[src/htwd_pkg.sv]
// Shared types and constants for the tree-walk decoder.
`default_nettype none
package htwd_pkg;

  localparam int IDX_W         = 9;
  localparam int SYM_W         = 8;
  localparam int KIND_W        = 2;
  localparam int BYTE_W        = 8;
  localparam int CNT_W         = 32;
  localparam int BIT_CNT_W     = 4;
  localparam int CFG_ADDR_W    = 3;
  localparam int CFG_DATA_W    = 32;

  localparam logic [BIT_CNT_W-1:0] BITS_PER_BYTE = 4'd8;

  // Item kinds
  localparam logic [KIND_W-1:0] KIND_LOAD    = 2'd0;
  localparam logic [KIND_W-1:0] KIND_DECODE  = 2'd1;
  localparam logic [KIND_W-1:0] KIND_RESTART = 2'd2;

  // Register indexes on the configuration port
  localparam logic REG_SYMBOL_TOTAL = 1'b0;
  localparam logic REG_ROOT_INDEX   = 1'b1;

  typedef struct packed {
    logic [IDX_W-1:0] left;
    logic [IDX_W-1:0] right;
    logic             leaf;
    logic [SYM_W-1:0] sym;
  } node_t;

  typedef struct packed {
    logic [KIND_W-1:0] kind;
    logic [IDX_W-1:0]  node_index;
    logic [IDX_W-1:0]  left_child;
    logic [IDX_W-1:0]  right_child;
    logic              is_leaf;
    logic [SYM_W-1:0]  leaf_symbol;
    logic [BYTE_W-1:0] code_byte;
  } in_beat_t;

  typedef struct packed {
    logic [SYM_W-1:0] symbol;
    logic             last_of_item;
    logic             stream_done;
  } out_beat_t;

  typedef struct packed {
    logic             vld;
    out_beat_t        beat;
  } push_t;

  typedef struct packed {
    logic             we;
    logic [IDX_W-1:0] waddr;
    node_t            wdata;
    logic             rea;
    logic [IDX_W-1:0] raddr_a;
    logic             reb;
    logic [IDX_W-1:0] raddr_b;
  } ram_req_t;

  typedef enum logic [1:0] {
    ST_IDLE,
    ST_BIT,
    ST_FLUSH
  } walk_state_t;

endpackage
`default_nettype wire

[src/htwd_walker.sv]
// Bit-serial tree walk sequencer with code shift register and symbol holding stage.
`default_nettype none
module htwd_walker (
  input  wire                                clk,
  input  wire                                rst_n,
  input  wire                                in_valid,
  input  htwd_pkg::in_beat_t                 in_beat,
  output logic                               busy,
  input  wire [htwd_pkg::CNT_W-1:0]          symbol_total,
  input  wire [htwd_pkg::IDX_W-1:0]          root_index,
  input  wire                                out_free,
  output htwd_pkg::push_t                    push,
  output htwd_pkg::ram_req_t                 ram_req,
  input  htwd_pkg::node_t                    q_a,
  input  htwd_pkg::node_t                    q_b
);

  htwd_pkg::walk_state_t state_r, state_nxt;

  logic [htwd_pkg::BYTE_W-1:0]    sh_r, sh_nxt;
  logic [htwd_pkg::BIT_CNT_W-1:0] bit_cnt_r, bit_cnt_nxt;
  logic                           look_r, look_nxt;
  logic [htwd_pkg::IDX_W-1:0]     next_r, next_nxt;
  logic [htwd_pkg::IDX_W-1:0]     cur_node_r, cur_node_nxt;
  logic                           at_root_r, at_root_nxt;
  logic [htwd_pkg::CNT_W-1:0]     cnt_r, cnt_nxt;
  logic                           pend_v_r, pend_v_nxt;
  htwd_pkg::out_beat_t            pend_r, pend_nxt;

  logic                           accept;
  logic                           adv;
  logic                           e1;
  logic                           e2;
  logic                           at_eff;
  logic [htwd_pkg::IDX_W-1:0]     node_eff;
  htwd_pkg::node_t                cur_ent;
  logic [htwd_pkg::CNT_W-1:0]     cnt_eff;
  logic                           bits_left;
  logic                           start;
  logic                           stop;
  logic                           issue;
  logic [htwd_pkg::IDX_W-1:0]     child;
  logic [htwd_pkg::BIT_CNT_W-1:0] bit_cnt_step;
  logic                           walk_fin;

  assign accept = in_valid && (state_r == htwd_pkg::ST_IDLE);
  assign busy   = (state_r != htwd_pkg::ST_IDLE);
  assign adv    = !pend_v_r || out_free;

  // Resolve last cycle's child lookup, then start the next bit
  always_comb begin
    e1        = look_r && q_b.leaf;
    at_eff    = look_r ? q_b.leaf : at_root_r;
    node_eff  = look_r ? (q_b.leaf ? root_index : next_r) : cur_node_r;
    cur_ent   = at_eff ? q_a : q_b;
    cnt_eff   = cnt_r + htwd_pkg::CNT_W'(e1);
    bits_left = (bit_cnt_r != htwd_pkg::BITS_PER_BYTE);
    // a leaf root right after a leaf hit would emit twice: hold that bit back
    start     = bits_left && !(e1 && q_a.leaf);
    stop      = start && (cnt_eff >= symbol_total);
    e2        = start && !stop && at_eff && cur_ent.leaf;
    issue     = start && !stop && !(at_eff && cur_ent.leaf);
    child     = sh_r[0] ? cur_ent.right : cur_ent.left;
    bit_cnt_step = bit_cnt_r + htwd_pkg::BIT_CNT_W'(start && !stop);
    walk_fin  = stop || (!issue && (bit_cnt_step == htwd_pkg::BITS_PER_BYTE));
  end

  // Next state
  always_comb begin
    state_nxt = state_r;
    case (state_r)
      htwd_pkg::ST_IDLE: begin
        if (accept && (in_beat.kind == htwd_pkg::KIND_DECODE)) begin
          state_nxt = htwd_pkg::ST_BIT;
        end
      end
      htwd_pkg::ST_BIT: begin
        if (adv && walk_fin) begin
          state_nxt = htwd_pkg::ST_FLUSH;
        end
      end
      htwd_pkg::ST_FLUSH: begin
        if (adv) begin
          state_nxt = htwd_pkg::ST_IDLE;
        end
      end
      default: state_nxt = htwd_pkg::ST_IDLE;
    endcase
  end

  // Datapath and outputs
  always_comb begin
    sh_nxt       = sh_r;
    bit_cnt_nxt  = bit_cnt_r;
    look_nxt     = look_r;
    next_nxt     = next_r;
    cur_node_nxt = cur_node_r;
    at_root_nxt  = at_root_r;
    cnt_nxt      = cnt_r;
    pend_v_nxt   = pend_v_r;
    pend_nxt     = pend_r;
    push         = '0;
    ram_req      = '0;
    ram_req.waddr          = in_beat.node_index;
    ram_req.wdata.left     = in_beat.left_child;
    ram_req.wdata.right    = in_beat.right_child;
    ram_req.wdata.leaf     = in_beat.is_leaf;
    ram_req.wdata.sym      = in_beat.leaf_symbol;
    ram_req.raddr_a        = root_index;
    ram_req.raddr_b        = cur_node_r;
    case (state_r)
      htwd_pkg::ST_IDLE: begin
        if (accept) begin
          case (in_beat.kind)
            htwd_pkg::KIND_LOAD: begin
              ram_req.we = 1'b1;
            end
            htwd_pkg::KIND_DECODE: begin
              // fetch root and current node entries
              ram_req.rea = 1'b1;
              ram_req.reb = 1'b1;
              sh_nxt      = in_beat.code_byte;
              bit_cnt_nxt = '0;
              look_nxt    = 1'b0;
            end
            htwd_pkg::KIND_RESTART: begin
              cur_node_nxt = '0;
              at_root_nxt  = 1'b1;
              cnt_nxt      = '0;
            end
            default: ;
          endcase
        end
      end
      htwd_pkg::ST_BIT: begin
        if (adv) begin
          cur_node_nxt = node_eff;
          at_root_nxt  = at_eff;
          cnt_nxt      = cnt_eff + htwd_pkg::CNT_W'(e2);
          look_nxt     = issue;
          next_nxt     = child;
          bit_cnt_nxt  = bit_cnt_step;
          ram_req.reb     = issue;
          ram_req.raddr_b = child;
          if (start && !stop) begin
            sh_nxt = {1'b0, sh_r[htwd_pkg::BYTE_W-1:1]};
          end
          // hold the new symbol, pass the older one on
          if (e1 || e2) begin
            if (pend_v_r) begin
              push.vld  = 1'b1;
              push.beat = pend_r;
            end
            pend_v_nxt            = 1'b1;
            pend_nxt.symbol       = e1 ? q_b.sym : cur_ent.sym;
            pend_nxt.last_of_item = 1'b0;
            pend_nxt.stream_done  = (htwd_pkg::CNT_W'(cnt_r + 32'd1) == symbol_total);
          end
        end
      end
      htwd_pkg::ST_FLUSH: begin
        if (pend_v_r && out_free) begin
          push.vld               = 1'b1;
          push.beat              = pend_r;
          push.beat.last_of_item = 1'b1;
          pend_v_nxt             = 1'b0;
        end
      end
      default: ;
    endcase
  end

  always_ff @(posedge clk) begin
    if (!rst_n) begin
      state_r    <= htwd_pkg::ST_IDLE;
      look_r     <= 1'b0;
      cur_node_r <= '0;
      at_root_r  <= 1'b1;
      cnt_r      <= '0;
      pend_v_r   <= 1'b0;
      bit_cnt_r  <= '0;
    end else begin
      state_r    <= state_nxt;
      look_r     <= look_nxt;
      cur_node_r <= cur_node_nxt;
      at_root_r  <= at_root_nxt;
      cnt_r      <= cnt_nxt;
      pend_v_r   <= pend_v_nxt;
      bit_cnt_r  <= bit_cnt_nxt;
    end
  end

  always_ff @(posedge clk) begin
    sh_r   <= sh_nxt;
    next_r <= next_nxt;
    pend_r <= pend_nxt;
  end

endmodule
`default_nettype wire

[config.mk]
export PLATFORM = sky130hd
export DESIGN_NAME = htwd_walker
export DESIGN_NICKNAME = d
export VERILOG_FILES = /design/src/htwd_pkg.sv /design/src/htwd_walker.sv
export SDC_FILE = /design/constraint.sdc
export NUM_CORES = 1
export LEC_CHECK = 0
export BUFFER_PORTS_ARGS = -buffer_cell sky130_fd_sc_hd__clkbuf_2
export CAP_MARGIN = 5
export CORE_ASPECT_RATIO = 1.2
export CORE_MARGIN = 2
export CORE_UTILIZATION = 50
export DETAILED_ROUTE_END_ITERATION = 8
export PLACE_DENSITY = 0.78
export SLEW_MARGIN = 20
export SYNTH_ARGS = -nofsm -noshare
export SYNTH_HDL_FRONTEND = slang
export SYNTH_SLANG_ARGS = --single-unit
[constraint.sdc]
create_clock -name clk -period 11.7 [get_ports clk]
set_clock_uncertainty 0.2 [all_clocks]
set_input_delay 1.17 -clock clk [delete_from_list [all_inputs] [get_ports clk]]
set_output_delay 1.17 -clock clk [all_outputs]
set_load 0.1 [all_outputs]
==> flow_metrics.py <==
metrics = {
    "timing": {
        "fin_crit_ns": 7.90,
        "tns_ns": 0,
        "whs_ns": 0.286,
        "finalSetupViolations": 0,
        "slew_violations": 0,
        "worst_slew_pin_slew_ns": 0.982,
        "final_hold_viol_count": 0,
        "maxSlewHeadroom_pct": 34.5,
        "rsz0062_at_grt": "no",
        "max_freq_ghz": 0.127,
        "post-route-period-util_pct": 67.5,
    },
    "worst_setup_path": {
        "startpoint_type": "primary input",
        "cpMostUsedCell": "ha_1",
        "end_kind": "primary output",
        "rr_startpoint": "look_r",
        "crit_slowest_cell": "a21oi_1",
        "cp_top_family": "simple AND/OR/NAND/NOR gates",
        "cp.arrival_ns": 6.53,
        "cp_data_required_time_ns": 10.33,
        "startpoint": "q_b[8]",
        "max_stage_delay_ns": 0.62,
        "crit_fanout": 10,
        "path_class": "primary input to primary output",
        "crit_chain": "clkbuf_2 > nand2_1 > inv_1 > ha_1 > ha_1 > nand3_1 > nor4_2 > nand3_1 > xor2_1 > inv_1 > ha_1 > nand4_1 > or2_2 > o311a_1 > a31o_2 > a21oi_1 > nor3b_1 > clkbuf_2",
        "path_buf_inv": 4,
    },
    "die": {
        "io_pins": 214,
        "row_count": 48,
        "start_util_pct": 50.9,
        "core_area_sq_mm": 0.0143,
        "die-area_sq_mm": 0.0155,
        "die_h_microns": 136,
        "fp.dieW_microns": 114,
    },
    "routing": {
        "drc": 0,
        "drtIter0Drc": 411,
        "viasPerCell": 5.88,
        "drt_first_pass_iters": 7,
        "detail-route-antenna-nets": 0,
        "wl_per_cell_microns": 17.0,
        "num_vias": 6590,
        "routed_wl_mm": 19.1,
    },
    "cells_and_area": {
        "area_delta_synth_final_pct": 9.12,
        "register_area_sq_mm": 0.00178,
        "antenna_cells": 0,
        "instances_no_fill": 1120,
        "layout-drive-gt1-share_pct": 22.9,
        "multi_input_area_sq_mm": 0.00467,
        "fin_util_pct": 55.5,
        "n_fill_cell": 1361,
        "final_nets": 1127,
    },
    "logic_synthesis": {
        "netlist_instances": 879,
        "synthFlopType": "dfxtp_1",
        "ys_types": 73,
        "post_synth.cell_area_avg_sq_um": 8.27,
        "ys_seq_area_share_pct": 24.5,
        "yosys_warnings": 0,
        "synth_nets": 1066,
        "synth_edf_count": 26,
        "async_reset_ff_share_pct": 0,
        "syn_area_sq_mm": 0.00727,
        "synth_seq_cells": 76,
    },
    "grt": {
        "grt-ovfl-total": 0,
        "grt-busiest-layer": "met2",
        "met2_usage_pct": 43.5,
        "grt_use_met3_pct": 4.01,
        "grt_max_degree": 31,
        "antenna_found_initial": 0,
        "grtUsageMet1_pct": 28.4,
        "grt_pass1_wl_mm": 30.1,
        "grt_usage_pct": 24.4,
        "grt_pass1_vias": 6157,
    },
    "placement": {
        "io_buffers": 141,
        "dpl.hpwl_mm": 15.0,
        "place_inst": 1104,
        "place_congestion": 0.956,
    },
    "hold_path": {
        "hold_class": "flop to flop",
        "min_from": "cur_node_r[8]",
    },
    "pwr": {
        "vdd_drop_max_mv": 0.101,
        "cellPowerDensity_mw_per_mm2": 120,
        "leakagePower_uw": 0.00342,
    },
    "flow_run": {
        "drv_cap": 0,
    },
    "clock_network": {
        "cts_setup_buffers": 0,
        "cts_resized": 0,
        "cts_root_buf": "clkbuf_16",
        "clk_path_buf_depth": 2,
        "cts_buffers": 9,
        "cts_tree": "built",
        "postCtsHoldBufs": 0,
        "htreeDepth": 3,
        "cts.sinks": 76,
        "clkSlewWorstSetupHoldPaths_ns": 0.06,
        "worstSkewPairLatency_ns": 0.35,
    },
    "outcome": {
        "status": "completed",
    },
}
[kinds of logic (layout without fill, tap and decap cells)]
group	Yosys count	after routing	synth area share, %
multiplexers	38	38	7.23
AO/OA/AOI/OAI	152	152	14.0
XOR/XNOR	96	96	11.6
buffers and inverters	161	227	11.3
adder cells (fa/ha/maj)	43	43	7.36
flip-flops	76	76	24.5
AND/OR/NAND/NOR	313	313	24.1
[worst reg2reg max path, stage by stage (launching register included)]
cell and delay (ns):
dfxtp_1 0.76, nand2_1 0.22, inv_1 0.22, ha_1 0.33, ha_1 0.34, nand3_1 0.21, nor4_2 0.58, xnor2_1 0.25
inv_1 0.13, ha_1 0.30, nor2b_1 0.13, o21ai_0 0.16, o311ai_0 0.15, o31ai_1 0.53, nand3_1 0.25, inv_1 0.11
ha_1 0.18, ha_1 0.21, and4_1 0.19, a41oi_1 0.07, or4_1 0.56, or3_1 0.57, nand2b_4 0.22, o21a_1 0.19
o31ai_1 0.17
[flip-flops by register name, summed over array words and instances (netlist names)]
signal	count
cnt_r	32
state_r	2
pend_v_r	1
pend_r	9
cur_node_r	9
look_r	1
bit_cnt_r	4
sh_r	8
at_root_r	1
next_r	9
[final cells by class]
| cell class | count | area share, % |
|---|---|---|
| Multi-Input combinational cell | 642 | 58.8 |
| Sequential cell | 76 | 22.4 |
| Timing Repair Buffer | 143 | 9.08 |
| Inverter | 68 | 3.22 |
| Clock buffer | 10 | 2.89 |
| Tap cell | 175 | 2.76 |
| Clock inverter | 6 | 0.788 |
[worst paths after layout]
path	endpoint	slack, ns	depth (start not counted)
worst max-delay path	push[3]	3.80	18
worst min-delay path	cur_node_r[8]	0.29	2
worst max register to register	cnt_r[30]	4.40	24
worst min register to register	cur_node_r[8]	0.29	2
[power by group]
group          switching, uW  total [uW]  internal, uW
combinational            249         345          95.9
sequential              16.7         327           310
clock                    118         283           165
total                    383         954           571
[cells in the final DEF, fill, tap and decap left out, types with 36 or more instances in the layout]
cell type,instances
o21ai_0,36
xor2_1,43
nand2_1,82
nor2_1,52
inv_1,68
xnor2_1,53
clkbuf_2,141
dfxtp_1,50
ha_1,42
[per-layer routing]
layer  share of wire [%]  up-vias  routed length [microns]
met3                 5.4       61                     1040
met2                  50      226                     9560
li1                    -     3213                        -
met5                   0        -                        0
met4                 4.4        0                      844
met1                  40     3090                     7640
[through the flow]
stage | total power, uW | setup WS [ns] | instance area [sq um]
after detailed placement | 676 | 3.87 | 7640
after global routing | 996 | 3.43 | 7940
after global placement | 671 | 4.06 | 7640
after CTS | 957 | 3.87 | 7940
after floorplan | 651 | 3.40 | 7270
final | 954 | 3.80 | 7940
[synth_stat cells, types with 26 or more instances]
cell,count,area [sq um]
nand2_1,82,308
inv_1,68,255
xnor2_1,53,464
nor2_1,52,195
buf_4,51,383
dfxtp_1,50,1000
xor2_1,43,377
ha_1,42,526
o21ai_0,36,180
clkbuf_1,29,109
nand3_1,29,145
nand4_1,29,181
edfxtp_1,26,781
mux2_2,26,293
(Power assumes the default switching activity.)
